**config.mk**
```make
export PLATFORM = sky130hd
export DESIGN_NAME = number_base_classifier
export DESIGN_NICKNAME = d
export VERILOG_FILES = /design/src/sv/nbc_pkg.sv /design/src/sv/nbc_step.sv /design/src/sv/number_base_classifier.sv
export SDC_FILE = /design/constraint.sdc
export NUM_CORES = 1
export LEC_CHECK = 0
export BUFFER_PORTS_ARGS = -buffer_cell sky130_fd_sc_hd__buf_2
export CAP_MARGIN = 5
export CORE_UTILIZATION = 57
export DETAILED_ROUTE_END_ITERATION = 8
export GPL_TIMING_DRIVEN = 1
export PLACE_DENSITY = 0.83
export SLEW_MARGIN = 10
export SYNTH_ARGS = -nofsm -noshare
export SYNTH_HDL_FRONTEND = slang
export SYNTH_SLANG_ARGS = --single-unit
```
**constraint.sdc**
```tcl
create_clock -name i_clk -period 3.3 [get_ports i_clk]
set_input_delay 0.99 -clock i_clk [delete_from_list [all_inputs] [get_ports i_clk]]
set_output_delay 0.99 -clock i_clk [all_outputs]
set_load 0.005 [all_outputs]
```
**src/sv/nbc_pkg.sv**
```systemverilog
package nbc_pkg;

    localparam int unsigned CHAR_W  = 8;
    localparam int unsigned PHASE_W = 4;
    localparam int unsigned CODE_W  = 3;

    // scan phases
    localparam logic [PHASE_W-1:0] PH_START   = 4'd0;
    localparam logic [PHASE_W-1:0] PH_SIGN    = 4'd1;
    localparam logic [PHASE_W-1:0] PH_ZERO    = 4'd2;
    localparam logic [PHASE_W-1:0] PH_BIN_PFX = 4'd3;
    localparam logic [PHASE_W-1:0] PH_BIN     = 4'd4;
    localparam logic [PHASE_W-1:0] PH_HEX_PFX = 4'd5;
    localparam logic [PHASE_W-1:0] PH_HEX     = 4'd6;
    localparam logic [PHASE_W-1:0] PH_OCT     = 4'd7;
    localparam logic [PHASE_W-1:0] PH_DEC     = 4'd8;
    localparam logic [PHASE_W-1:0] PH_BAD     = 4'd9;

    // radix codes
    localparam logic [CODE_W-1:0] RC_INVALID = 3'd0;
    localparam logic [CODE_W-1:0] RC_BINARY  = 3'd1;
    localparam logic [CODE_W-1:0] RC_OCTAL   = 3'd2;
    localparam logic [CODE_W-1:0] RC_DECIMAL = 3'd3;
    localparam logic [CODE_W-1:0] RC_HEX     = 3'd4;

    // characters
    localparam logic [CHAR_W-1:0] CH_NUL   = 8'h00;
    localparam logic [CHAR_W-1:0] CH_SPACE = 8'h20;
    localparam logic [CHAR_W-1:0] CH_PLUS  = 8'h2B;
    localparam logic [CHAR_W-1:0] CH_MINUS = 8'h2D;
    localparam logic [CHAR_W-1:0] CH_0     = 8'h30;
    localparam logic [CHAR_W-1:0] CH_1     = 8'h31;
    localparam logic [CHAR_W-1:0] CH_7     = 8'h37;
    localparam logic [CHAR_W-1:0] CH_9     = 8'h39;
    localparam logic [CHAR_W-1:0] CH_UA    = 8'h41;
    localparam logic [CHAR_W-1:0] CH_UB    = 8'h42;
    localparam logic [CHAR_W-1:0] CH_UF    = 8'h46;
    localparam logic [CHAR_W-1:0] CH_UX    = 8'h58;
    localparam logic [CHAR_W-1:0] CH_LA    = 8'h61;
    localparam logic [CHAR_W-1:0] CH_LB    = 8'h62;
    localparam logic [CHAR_W-1:0] CH_LF    = 8'h66;
    localparam logic [CHAR_W-1:0] CH_LX    = 8'h78;

    typedef struct packed {
        logic               is_term;
        logic [PHASE_W-1:0] next_phase;
        logic [CODE_W-1:0]  code;
    } t_step;

endpackage

```
**src/sv/nbc_step.sv**
```systemverilog
module nbc_step (
    input  logic [nbc_pkg::PHASE_W-1:0] i_phase,
    input  logic [nbc_pkg::CHAR_W-1:0]  i_ch,
    output nbc_pkg::t_step              o_step
);

    logic is_dec;
    logic is_oct;
    logic is_bin;
    logic is_hex;
    logic is_sign;
    logic is_b;
    logic is_x;
    logic [nbc_pkg::PHASE_W-1:0] n_phase;
    logic [nbc_pkg::CODE_W-1:0]  verdict;

    assign is_dec  = (i_ch >= nbc_pkg::CH_0) && (i_ch <= nbc_pkg::CH_9);
    assign is_oct  = (i_ch >= nbc_pkg::CH_0) && (i_ch <= nbc_pkg::CH_7);
    assign is_bin  = (i_ch == nbc_pkg::CH_0) || (i_ch == nbc_pkg::CH_1);
    assign is_hex  = is_dec
                   || ((i_ch >= nbc_pkg::CH_LA) && (i_ch <= nbc_pkg::CH_LF))
                   || ((i_ch >= nbc_pkg::CH_UA) && (i_ch <= nbc_pkg::CH_UF));
    assign is_sign = (i_ch == nbc_pkg::CH_PLUS) || (i_ch == nbc_pkg::CH_MINUS);
    assign is_b    = (i_ch == nbc_pkg::CH_LB) || (i_ch == nbc_pkg::CH_UB);
    assign is_x    = (i_ch == nbc_pkg::CH_LX) || (i_ch == nbc_pkg::CH_UX);

    always_comb begin
        case (i_phase)
            nbc_pkg::PH_START: begin
                if (is_sign) begin
                    n_phase = nbc_pkg::PH_SIGN;
                end else if (i_ch == nbc_pkg::CH_0) begin
                    n_phase = nbc_pkg::PH_ZERO;
                end else begin
                    n_phase = is_dec ? nbc_pkg::PH_DEC : nbc_pkg::PH_BAD;
                end
            end
            nbc_pkg::PH_SIGN: begin
                if (i_ch == nbc_pkg::CH_0) begin
                    n_phase = nbc_pkg::PH_ZERO;
                end else begin
                    n_phase = is_dec ? nbc_pkg::PH_DEC : nbc_pkg::PH_BAD;
                end
            end
            nbc_pkg::PH_ZERO: begin
                if (is_b) begin
                    n_phase = nbc_pkg::PH_BIN_PFX;
                end else if (is_x) begin
                    n_phase = nbc_pkg::PH_HEX_PFX;
                end else begin
                    n_phase = is_oct ? nbc_pkg::PH_OCT : nbc_pkg::PH_BAD;
                end
            end
            nbc_pkg::PH_BIN_PFX, nbc_pkg::PH_BIN: begin
                n_phase = is_bin ? nbc_pkg::PH_BIN : nbc_pkg::PH_BAD;
            end
            nbc_pkg::PH_HEX_PFX, nbc_pkg::PH_HEX: begin
                n_phase = is_hex ? nbc_pkg::PH_HEX : nbc_pkg::PH_BAD;
            end
            nbc_pkg::PH_OCT: begin
                n_phase = is_oct ? nbc_pkg::PH_OCT : nbc_pkg::PH_BAD;
            end
            nbc_pkg::PH_DEC: begin
                n_phase = is_dec ? nbc_pkg::PH_DEC : nbc_pkg::PH_BAD;
            end
            default: begin
                n_phase = nbc_pkg::PH_BAD;
            end
        endcase
    end

    always_comb begin
        case (i_phase)
            nbc_pkg::PH_ZERO: verdict = nbc_pkg::RC_DECIMAL;
            nbc_pkg::PH_DEC:  verdict = nbc_pkg::RC_DECIMAL;
            nbc_pkg::PH_OCT:  verdict = nbc_pkg::RC_OCTAL;
            nbc_pkg::PH_BIN:  verdict = nbc_pkg::RC_BINARY;
            nbc_pkg::PH_HEX:  verdict = nbc_pkg::RC_HEX;
            default:          verdict = nbc_pkg::RC_INVALID;
        endcase
    end

    always_comb begin
        o_step.is_term    = (i_ch == nbc_pkg::CH_NUL) || (i_ch == nbc_pkg::CH_SPACE);
        // a terminator returns the scanner to its start phase
        o_step.next_phase = o_step.is_term ? nbc_pkg::PH_START : n_phase;
        o_step.code       = verdict;
    end

endmodule

```
**src/sv/number_base_classifier.sv**
```systemverilog
// Channel   Dir  Fields (tdata, low bit first)        Beat
// s_axis    in   ch[7:0]                              one character
// m_axis    out  radix_code[2:0], zeros[7:3]          one verdict per terminator
//
// One character per cycle sustained, except while a terminator waits on a
// stalled output. A verdict reaches m_axis through the input register, then
// the phase update and verdict logic into the output register.
// Synchronous active-low reset returns the scan phase to start and empties
// both registers. A stalled verdict holds; the input register keeps taking
// characters that make no verdict while the output waits.
module number_base_classifier (
    input  logic       i_clk,
    input  logic       i_rst_n,
    input  logic       s_axis_tvalid,
    output logic       s_axis_tready,
    input  logic [7:0] s_axis_tdata,   // [7:0] ch
    output logic       m_axis_tvalid,
    input  logic       m_axis_tready,
    output logic [7:0] m_axis_tdata    // [2:0] radix_code, [7:3] zero
);

    logic                         r_in_valid;
    logic [nbc_pkg::CHAR_W-1:0]   r_ch;
    logic [nbc_pkg::PHASE_W-1:0]  r_phase;
    logic                         r_out_valid;
    logic [nbc_pkg::CODE_W-1:0]   r_code;

    logic                         out_free;
    logic                         fire;
    logic                         in_take;
    logic                         n_out_valid;
    nbc_pkg::t_step               step;

    nbc_step u_step (
        .i_phase (r_phase),
        .i_ch    (r_ch),
        .o_step  (step)
    );

    // the stage fires when the output register is empty or draining;
    // a non-terminator fires even when the output is busy
    assign out_free = !r_out_valid || m_axis_tready;
    assign fire     = r_in_valid && (out_free || !step.is_term);
    assign in_take  = s_axis_tvalid && s_axis_tready;

    assign s_axis_tready = !r_in_valid || fire;

    always_comb begin
        n_out_valid = r_out_valid && !m_axis_tready;
        if (fire && step.is_term) begin
            n_out_valid = 1'b1;
        end
    end

    always_ff @(posedge i_clk) begin
        if (!i_rst_n) begin
            r_in_valid  <= 1'b0;
            r_phase     <= nbc_pkg::PH_START;
            r_out_valid <= 1'b0;
        end else begin
            if (in_take) begin
                r_in_valid <= 1'b1;
            end else if (fire) begin
                r_in_valid <= 1'b0;
            end
            if (fire) begin
                r_phase <= step.next_phase;
            end
            r_out_valid <= n_out_valid;
        end
    end

    always_ff @(posedge i_clk) begin
        if (in_take) begin
            r_ch <= s_axis_tdata;
        end
        if (fire && step.is_term) begin
            r_code <= step.code;
        end
    end

    assign m_axis_tvalid = r_out_valid;
    assign m_axis_tdata  = {{(8 - nbc_pkg::CODE_W){1'b0}}, r_code};

endmodule

```
# [Word level (Yosys, flattened, before mapping)]
# Index checks and enable logic that the tools add are counted.
[word_totals] reg_bits=17 latch_bits=0 mem_bits_rw=0 rom_bits=0 input_bits=12 output_inout_bits=10 word_cells=71 memories=0
[op_classes] addsub=0 multipliers=0 n_div=0 n_lt_le_gt_ge=7 eq_ne=17 shift=0 mux=14 bitwise=0 n_reduce_logical=28
[ops] cell="== test 8 x 6 -> 1 bit (second input constant)" count=5
[ops] cell="== test 8 x 7 -> 1 bit (second input constant)" count=4
[ops] cell="2-to-1 mux 4 bit" count=8
[ops] cell="case mux 4 bit (7 select lines)" count=1
[ops] cell="== test 4 x 3 -> 1 bit (second input constant)" count=4
[ops] cell=">= comparator 8 x 7 -> 1 bit (second input constant)" count=2
[ops] cell="<= comparator 8 x 6 -> 1 bit (second input constant)" count=2
[ops] cell="<= comparator 8 x 7 -> 1 bit (second input constant)" count=2
[ops] cell="case mux 3 bit (4 select lines)" count=1
[ops] cell="logical OR 1 bit" count=10
[ops] cell="== test 4 x 2 -> 1 bit (second input constant)" count=2
[ops] cell=">= comparator 8 x 6 -> 1 bit (second input constant)" count=1
[ops] cell="logical AND 1 bit" count=8
[ops] cell="zero test 8 bit" count=1
[ops] cell="OR reduction 2 bit" count=3
[ops] cell="== test 4 x 1 -> 1 bit (second input constant)" count=1
[ops] cell="== test 4 bit (second input constant)" count=1
[ops] cell="zero test 1 bit" count=4
[ops] cell="zero test 4 bit" count=1
[ops] cell="2-to-1 mux 1 bit" count=4
[ops] cell="nonzero test 2 bit" count=1

# [Depth between registers and ports, before layout]
# Gate-level depths: netlist of the first run.
[logic_depth] ltp_word=8 mapped_depth=6 ltp_nobuf=5

# [By module]
# A second synthesis of the first run with hierarchy kept.
[unflattened] cells_unflattened=123 area_unflattened_um2=1182.4
[modules_own_cells] module="number_base_classifier" instances=1 cells_per_inst=45 area_per_inst_um2=640.6 seq_area_each_um2=450.4
[modules_own_cells] module="nbc_step" instances=1 cells_per_inst=78 area_per_inst_um2=541.8 seq_area_each_um2=0.0

# [Least setup slack after synthesis of the first run]
# OpenSTA, ideal clock, no wires.
[synth_timing] path_type="reg-to-output" startpoint="register r_ch[3] in the netlist's numbering" endpoint="output s_axis_tready" t_arrival_ns=1.446 t_required_ns=2.310 setup_slack_ns=0.864 stages_incl_launch_ff=5 n_path_buf=0 cell_sequence="edfxtp_1 -> or4_4 -> or2_4 -> nor2_1 -> nand2_1"
[synth_via] elab_chain_len=6 elab_cells_between_ends=7 classes_between="eq/ne: 1; reduce/logical: 6"
[synth_lines] item="start, declared" line="number_base_classifier.sv:23" rtl="logic [nbc_pkg::CHAR_W-1:0] r_ch;"
[synth_lines] item="start signal, assigned" line="number_base_classifier.sv:75" rtl="r_ch <= s_axis_tdata;"
[synth_lines] item="== test 8 x 6 -> 1 bit or zero test 8 bit (tied branches)" line="nbc_step.sv:84" rtl="o_step.is_term = (i_ch == nbc_pkg::CH_NUL) || (i_ch == nbc_pkg::CH_SPACE);"
[synth_lines] item="logical OR 1 bit (*)" line="nbc_step.sv:84"
[synth_lines] item="zero test 1 bit (*)" line="number_base_classifier.sv:43" rtl="assign fire = r_in_valid && (out_free || !step.is_term);"
[synth_lines] item="logical OR 1 bit (*)" line="number_base_classifier.sv:43"
[synth_lines] item="logical AND 1 bit (*)" line="number_base_classifier.sv:43"
[synth_lines] item="logical OR 1 bit (*)" line="number_base_classifier.sv:46" rtl="assign s_axis_tready = !r_in_valid || fire;"
[synth_lines] item="end, declared" line="number_base_classifier.sv:15" rtl="output logic s_axis_tready,"
# Every way passes the cells marked *; elsewhere a longest branch is shown, timed or not.

# [Final worst setup path of the first run]
# Ends and elaborated chain as after synthesis.

==> impl_metrics.tcl, run 1 <==
set metrics [dict create \
    worstMarginPinSlew_ns 0.6575 \
    ys_types 40 \
    top_layer_used "met4" \
    slew_violations 0 \
    finalSetupTns_ns 0 \
    final_util 0.6623 \
    cts_sinks 17 \
    path_cells "or4_4 > or2_4 > nor2_1 > nand2_1 > buf_2" \
    postSynthAreaPerCell_um2 9.235 \
    grt_max_degree 15 \
    cp_slowest_cell "or4_4" \
    n_fill_cell 146 \
    clk_latency_ns 0.29 \
    ioPinCount 22 \
    ctsResizeCount 0 \
    finalCritPeriodShare 0.9006 \
    synth_top_area_share 0.3165 \
    synth_edf_count 11 \
    gr-total-overflow 0 \
    rows 15 \
    initial_utilization 0.6043 \
    first_iter_violations 40 \
    min_path_type "flop to flop" \
    arrival_ns 1.98 \
    core_um2 1727 \
    worstSetupStartpointType "flop" \
    via_count 917 \
    critical_path_required_ns 2.31 \
    fp.dieH_um 44.79 \
    dpl.hpwl_um 1513 \
    drt-total-wl_um 1990 \
    grt_pass1_vias 809 \
    route.met3.wl_um 158 \
    slew_headroom 0.5617 \
    synth_compound_area_frac 0.2230 \
    synth_area_leader_cell "edfxtp_1" \
    via_per_inst 5.993 \
    place_congestion 0.8747 \
    synth_top_cells_by_area "edfxtp_1, dfxtp_1, nor2_1" \
    routedWlPerCell_um 13.01 \
    synth_simple_gate_area_frac 0.2398 \
    cts_buffers 3 \
    synthMuxAreaShare 0 \
    rsz0062_at_grt "false" \
    m1WireLength_um 818 \
    holdBufCountCts 0 \
    max_freq_ghz 0.3365 \
    grt_pass1_wl_um 3339 \
    io_buffers 16 \
    root_buffer "clkbuf_4" \
    netlist_area_um2 1044 \
    slowest_delay_ns 0.58 \
    synth-seq-cells 17 \
    path_class "flop to output pin" \
    finalCriticalPeriod_ns 2.972 \
    skew_ns 0.002016 \
    diodes 0 \
    cp_max_fo 8 \
    power_density_nw_per_um2 359.2 \
    h-tree-depth 1 \
    setup_violations 0 \
    cp-end-kind "output pin" \
    synth_ff_type "edfxtp_1" \
    synth-adder-area-share 0 \
    route.detailed.drc 0 \
    leakagePower_nw 0.4118 \
    cts_tree "built" \
    synth_xor_area_frac 0.03357 \
    synthTopCellsByCount "edfxtp_1, nor2_1, a21oi_1, dfxtp_1, nand2_1" \
    drtAntennaViolNets 0 \
    drtPass1Iterations 4 \
    dieArea_um2 2006 \
    status "completed" \
    vdd_drop_max_mv 0.2638 \
    synth_cells 113 \
    die_w_um 44.79 \
    post_cts_buffers 0 \
    drive_gt1_frac 0.1953 \
    hold_violations 0 \
    synth_top_family_by_area "simple AND/OR/NAND/NOR gates" \
    ys_async_sr_fraction 0 \
    cap_viol_max_count 0 \
    synthToLayoutAreaGrowth_pct 9.593 \
    grt_usage 0.2301 \
    clk_path_buf_depth 2 \
    antenna_found_initial 0 \
    dr_wl_met2_um 997 \
    clk_pin_slew_ns 0.10 \
    finalNetCount 141 \
    yosys_warnings 0 \
    yosysSeqAreaShare 0.4317 \
]
power by group:
part           internal, mW  switching [mW]  total (mW)
registers             0.238          0.0175       0.255
logic                0.0200          0.0204      0.0404
clock network        0.0471          0.0680       0.115
total                 0.305           0.106       0.411
registers in the layout, indices dropped and copies added (netlist names):
name           count
r_ch               8
r_in_valid         1
r_phase            4
r_code             3
m_axis_tvalid      1
final cells by class:
cell class | count | area (um2) | share of cell area
Clock buffer | 4 | 26.28 | 0.02298
Inverter | 5 | 18.77 | 0.01641
Sequential cell | 17 | 450.4 | 0.3939
Timing Repair Buffer | 16 | 80.08 | 0.07002
Tap cell | 25 | 31.28 | 0.02735
Multi-Input combinational cell | 86 | 536.8 | 0.4694
cells by family (layout without fill, tap and decap cells):
| kind of cell | Yosys count | count (layout) |
|---|---|---|
| AO/OA/AOI/OAI | 33 | 33 |
| XOR/XNOR | 4 | 4 |
| buffers and inverters | 14 | 25 |
| flip-flops | 17 | 17 |
| other | 1 | 5 |
| AND/OR/NAND/NOR | 44 | 44 |
through the flow:
stage          std cells  hold slack, ns  total power, mW  instance area, um2  worst slack, ns
4_1_cts              153          0.5753           0.4107                1144           0.3388
2_1_floorplan        117          0.5434           0.2885                1059           0.8643
6_report             153          0.5761           0.4108                1144           0.3281
3_5_place_dp         149          0.5623           0.2997                1117           0.6683
3_3_place_gp         149          0.5509           0.2977                1117           0.6994
5_1_grt              153          0.6310           0.4266                1144           0.2225
metal layers:
layer | vias to the layer above | GRT usage
li1 | 448 | -
met5 | - | 0
met2 | 49 | 0.3676
met1 | 417 | 0.2887
met4 | 0 | 0.09697
met3 | 3 | 0.07200
cell usage in the layout (no fill, tap or decap), types with 5 or more instances in the layout:
cell type,count
conb_1,5
o31ai_1,5
dfxtp_1,6
nor2_1,11
edfxtp_1,11
nand3_1,5
nand2_1,6
inv_1,5
buf_2,16
a21oi_1,7
final timing paths:
kind / from / endpoint / slack (ns) / cells after the start
max: r_ch[3]$_DFFE_PP_ / s_axis_tready / 0.33 / 5
min: m_axis_tvalid$_SDFF_PN0_ / m_axis_tvalid$_SDFF_PN0_ / 0.58 / 2
max reg2reg: r_ch[3]$_DFFE_PP_ / r_phase[3]$_SDFFE_PN0P_ / 1.26 / 5
min reg2reg: m_axis_tvalid$_SDFF_PN0_ / m_axis_tvalid$_SDFF_PN0_ / 0.58 / 2
worst max-delay path: cells and delay by family (launching register included):
kind	cells	cell delay, ns
simple gates	4	1.06
flops	1	0.50
buf+inv	1	0.13
No activity file was read; power rests on OpenSTA's default activity.
==> run 2: changes to the inputs <==
MAX_ROUTING_LAYER = met4   (was default)
==> impl_metrics.tcl, run 2 (synthesis results as in run 1) <==
set metrics [dict create \
    status "completed" \
    r2r_cells 5 \
    drtPass1Iterations 4 \
    top_regs "r_ch: 8 flops, r_phase: 4 flops, r_code: 3 flops" \
    drt-total-wl_um 2048 \
    min_path_type "flop to flop" \
    slew_headroom 0.5537 \
    path_class "flop to output pin" \
    post_cts_buffers 0 \
    io_buffers 16 \
    switching_share 0.2514 \
    rows 15 \
    drive_gt1_frac 0.1953 \
    skew_ns 0.001318 \
    final_util 0.6623 \
    power.switching_mw 0.1024 \
    grt_usage 0.2430 \
    placed_area_um2 1117 \
    critical_path_required_ns 2.31 \
    cap_viol_max_count 0 \
    regMostFlops "r_ch" \
    antenna_found_initial 0 \
    crit_cells 5 \
    grt_pass1_wl_um 3436 \
    finalPower_mw 0.4073 \
    clk_pin_slew_ns 0.09 \
    worstMarginPinSlew_ns 0.6694 \
    combPwrFrac 0.099 \
    leakagePower_nw 0.4118 \
    power_density_nw_per_um2 356.2 \
    final_common_cell "buf_2" \
    dp_cells 149 \
    rr_endpoint "r_phase[3]$_SDFFE_PN0P_" \
    finish.instance_area_um2 1144 \
    max_freq_ghz 0.3336 \
    largest_reg_flops 8 \
    routedWlPerCell_um 13.39 \
    h-tree-depth 1 \
    gr-total-overflow 0 \
    dpl.hpwl_um 1535 \
    initial_utilization 0.6043 \
    first_iter_violations 62 \
    clk_latency_ns 0.29 \
    finalCriticalPeriod_ns 2.998 \
    slowest_delay_ns 0.58 \
    worstSetupStartpointType "flop" \
    path_delay_family "simple AND/OR/NAND/NOR gates" \
    pwr-share-seq 0.628 \
    fp.dieH_um 44.79 \
    finalCritPeriodShare 0.9084 \
    setup_violations 0 \
    drtAntennaViolNets 0 \
    via_count 917 \
    pre_cts_slack_ns 0.6415 \
    slew_violations 0 \
    p_int_mw 0.3049 \
    regToRegSetupSlack_ns 1.20 \
    finalWorstSetupSlack_ns 0.3024 \
    cp-end-kind "output pin" \
    rsz0062_at_grt "false" \
    reg2reg_from "r_ch[3]$_DFFE_PP_" \
    core_um2 1727 \
    cp_max_fo 8 \
    grt_pass1_vias 824 \
    route.detailed.drc 0 \
    finalNetCount 141 \
    hold_slack_ns 0.5607 \
    cts_sinks 17 \
    synthToLayoutAreaGrowth_pct 9.593 \
    ctsResizeCount 0 \
    layout_common_cells "buf_2, nor2_1, edfxtp_1, a21oi_1" \
    diodes 0 \
    die_w_um 44.79 \
    root_buffer "clkbuf_4" \
    critPathBufInv 1 \
    finalNonFillerCells 153 \
    clk_path_buf_depth 2 \
    arrival_ns 2.01 \
    path_cells "or4_4 > or2_4 > nor2_1 > nand2_1 > buf_2" \
    cp_slowest_cell "or4_4" \
    grt_max_degree 15 \
    ioPinCount 22 \
    cts_buffers 3 \
    crit_path_end "s_axis_tready" \
    clock_power_share 0.272 \
    vdd_drop_max_mv 0.2421 \
    cts_tree "built" \
    dieArea_um2 2006 \
    hold_violations 0 \
    via_per_inst 5.993 \
    place_congestion 0.8882 \
    holdBufCountCts 0 \
    cp-startpoint "r_ch[3]$_DFFE_PP_" \
    finalSetupTns_ns 0 \
]
## run 2: cell counts in the layout (fill, tap and decap cells not counted)
No cell type changed its count.
## run 2: area by class of cell
cell class / count / area, um2
well taps: 25 / 31.28
flip-flops and latches: 17 / 450.4
multi-input cells: 86 / 536.8
inverters: 5 / 18.77
fillers: 151 / 583.1
repair buffers: 16 / 80.08
clock buffers: 4 / 26.28
## run 2: how the worst min path moves through the flow
| stage | start | end | slack, ns | cells after the start |
|---|---|---|---|---|
| final | m_axis_tvalid$_SDFF_PN0_ | m_axis_tvalid$_SDFF_PN0_ | 0.56 | 2 |
| after global routing | m_axis_tvalid$_SDFF_PN0_ | m_axis_tvalid$_SDFF_PN0_ | 0.63 | 2 |
| after CTS | m_axis_tvalid$_SDFF_PN0_ | m_axis_tvalid$_SDFF_PN0_ | 0.56 | 2 |
| after detailed placement | m_axis_tvalid$_SDFF_PN0_ | m_axis_tvalid$_SDFF_PN0_ | 0.55 | 2 |
| after global placement | m_axis_tvalid$_SDFF_PN0_ | m_axis_tvalid$_SDFF_PN0_ | 0.55 | 2 |
| after floorplan | m_axis_tvalid$_SDFF_PN0_ | m_axis_tvalid$_SDFF_PN0_ | 0.54 | 2 |
## run 2: routing by layer
| layer | vias to the layer above | global-route usage | wire length, um |
|---|---|---|---|
| li1 | 446 | - | - |
| met1 | 416 | 0.3033 | 805 |
| met2 | 53 | 0.3912 | 1053 |
| met3 | 2 | 0.05600 | 176 |
| met4 | 0 | 0.07879 | 13 |
| met5 | - | - | 0 |
## run 2: power by group through the flow
stage / combinational [mW] / clock [mW] / sequential [mW]
after floorplan: 0.0362 / 0 / 0.252
after detailed placement: 0.0397 / 0 / 0.260
final: 0.0405 / 0.111 / 0.256
after global routing: 0.0453 / 0.120 / 0.259
after global placement: 0.0393 / 0 / 0.258
after CTS: 0.0402 / 0.113 / 0.255
## run 2: worst reg2reg max path, stage by stage (launching register included)
cell and delay (ns):
edfxtp_1 0.52, or4_4 0.58, or2_4 0.27, or2_4 0.27, a211oi_2 0.22, a31oi_1 0.11
==> run 3: changes to the inputs <==
CELL_PAD_IN_SITES_DETAIL_PLACEMENT = 0   (was default)
CELL_PAD_IN_SITES_GLOBAL_PLACEMENT = 1   (was default)
CORE_UTILIZATION = 43   (was 57)
CTS_CLUSTER_SIZE = 30   (was default)
PLACE_DENSITY = default   (was 0.83)
PLACE_DENSITY_LB_ADDON = 0.1   (was default)
==> impl_metrics.tcl, run 3 (synthesis results as in run 1) <==
set metrics [dict create \
    status "completed" \
    power_density_nw_per_um2 355.2 \
    via_per_inst 5.731 \
    drive_gt1_frac 0.1953 \
    power.switching_mw 0.1028 \
    rows 17 \
    first_iter_violations 23 \
    clk_latency_ns 0.28 \
    reg2reg_from "r_ch[3]$_DFFE_PP_" \
    root_buffer "clkbuf_4" \
    pwr-share-seq 0.625 \
    worstSetupStartpointType "flop" \
    finish.instance_area_um2 1147 \
    initial_utilization 0.4628 \
    clk_pin_slew_ns 0.10 \
    setup_violations 0 \
    finalNonFillerCells 156 \
    die_w_um 51.26 \
    ioPinCount 22 \
    dpl.hpwl_um 1552 \
    rr_endpoint "r_phase[2]$_SDFFE_PN0P_" \
    arrival_ns 1.99 \
    slowest_delay_ns 0.59 \
    r2r_cells 5 \
    skew_ns 0.004607 \
    finalNetCount 141 \
    worstMarginPinSlew_ns 0.6768 \
    cts_tree "built" \
    drtAntennaViolNets 0 \
    final_common_cell "buf_2" \
    regToRegSetupSlack_ns 1.22 \
    core_um2 2255 \
    via_count 894 \
    routedWlPerCell_um 13.03 \
    synthToLayoutAreaGrowth_pct 9.952 \
    min_path_type "flop to flop" \
    cts_buffers 3 \
    drtPass1Iterations 4 \
    dieArea_um2 2628 \
    leakagePower_nw 0.4118 \
    ctsResizeCount 0 \
    critPathBufInv 1 \
    layout_common_cells "buf_2, nor2_1, edfxtp_1, a21oi_1" \
    clock_power_share 0.275 \
    antenna_found_initial 0 \
    finalCriticalPeriod_ns 2.980 \
    path_class "flop to output pin" \
    grt_max_degree 15 \
    clk_path_buf_depth 2 \
    placed_area_um2 1121 \
    slew_violations 0 \
    path_cells "or4_4 > or2_4 > nor2_1 > nand2_1 > buf_2" \
    max_freq_ghz 0.3356 \
    min_path_cells 2 \
    top_regs "r_ch: 8 flops, r_phase: 4 flops, r_code: 3 flops" \
    switching_share 0.2522 \
    grt_pass1_vias 790 \
    io_buffers 16 \
    place_congestion 0.8835 \
    finalSetupTns_ns 0 \
    combPwrFrac 0.099 \
    route.detailed.drc 0 \
    post_cts_buffers 0 \
    grt_usage 0.1929 \
    cp-end-kind "output pin" \
    grt_pass1_wl_um 3567 \
    vdd_drop_max_mv 0.2623 \
    holdBufCountCts 0 \
    drt-total-wl_um 2033 \
    largest_reg_flops 8 \
    critical_path_required_ns 2.31 \
    cts_sinks 17 \
    gr-total-overflow 0 \
    regMostFlops "r_ch" \
    finalPower_mw 0.4075 \
    min_from "m_axis_tvalid$_SDFF_PN0_" \
    path_delay_family "simple AND/OR/NAND/NOR gates" \
    fp.dieH_um 51.26 \
    diodes 0 \
    rsz0062_at_grt "false" \
    slew_headroom 0.5488 \
    min_to "m_axis_tvalid$_SDFF_PN0_" \
    p_int_mw 0.3047 \
    dp_cells 152 \
    cp_max_fo 8 \
    finalCritPeriodShare 0.9030 \
    hold_violations 0 \
    cp_slowest_cell "or4_4" \
    cap_viol_max_count 0 \
    h-tree-depth 1 \
]
run 3: cell counts in the layout (fill, tap and decap cells not counted):
No cell type changed its count.
run 3: stage by stage:
stage,worst slack [ns],hold WS (ns),util
6_report,0.3200,0.5753,0.5089
3_5_place_dp,0.6350,0.5643,0.4972
4_1_cts,0.3070,0.5771,0.5089
2_1_floorplan,0.8643,0.5434,-
5_1_grt,0.1831,0.6318,0.5089
3_3_place_gp,0.6794,0.5536,0.4972
run 3: per-layer routing:
layer / up-vias / wire length [um] / track usage
met3: 4 / 143 / 0.04762
met4: 0 / 36 / 0.08108
met1: 394 / 856 / 0.2218
met5: - / 0 / -
met2: 51 / 996 / 0.3202
li1: 445 / - / -
run 3: power by group through the flow:
stage	Sequential, mW	Clock, mW	Combinational (mW)
after floorplan	0.252	0	0.0362
after global placement	0.259	0	0.0402
after detailed placement	0.259	0	0.0400
after CTS	0.255	0.115	0.0401
after global routing	0.258	0.124	0.0459
final	0.255	0.112	0.0405
run 3: final cells by class:
class / count / area, um2
clock buffer: 4 / 26.28
tap: 28 / 35.03
fill: 226 / 1107
sequential: 17 / 450.4
inverter: 5 / 18.77
multi-input combinational: 86 / 536.8
timing repair buffer: 16 / 80.08
run 3: how the worst max path moves through the flow:
stage | start | to | slack (ns) | cells after the start
detailed placement | r_ch[3]$_DFFE_PP_ | s_axis_tready | 0.63 | 5
global placement | r_ch[3]$_DFFE_PP_ | s_axis_tready | 0.68 | 5
floorplan | r_ch[3]$_DFFE_PP_ | s_axis_tready | 0.86 | 4
global route | r_ch[3]$_DFFE_PP_ | s_axis_tready | 0.18 | 5
CTS | r_ch[3]$_DFFE_PP_ | s_axis_tready | 0.31 | 5
finish | r_ch[3]$_DFFE_PP_ | s_axis_tready | 0.32 | 5
run 3: worst min-delay path: stages, from the launching register on:
cell and delay (ns):
dfxtp_1 0.32, nand2b_1 0.11, a21boi_0 0.10
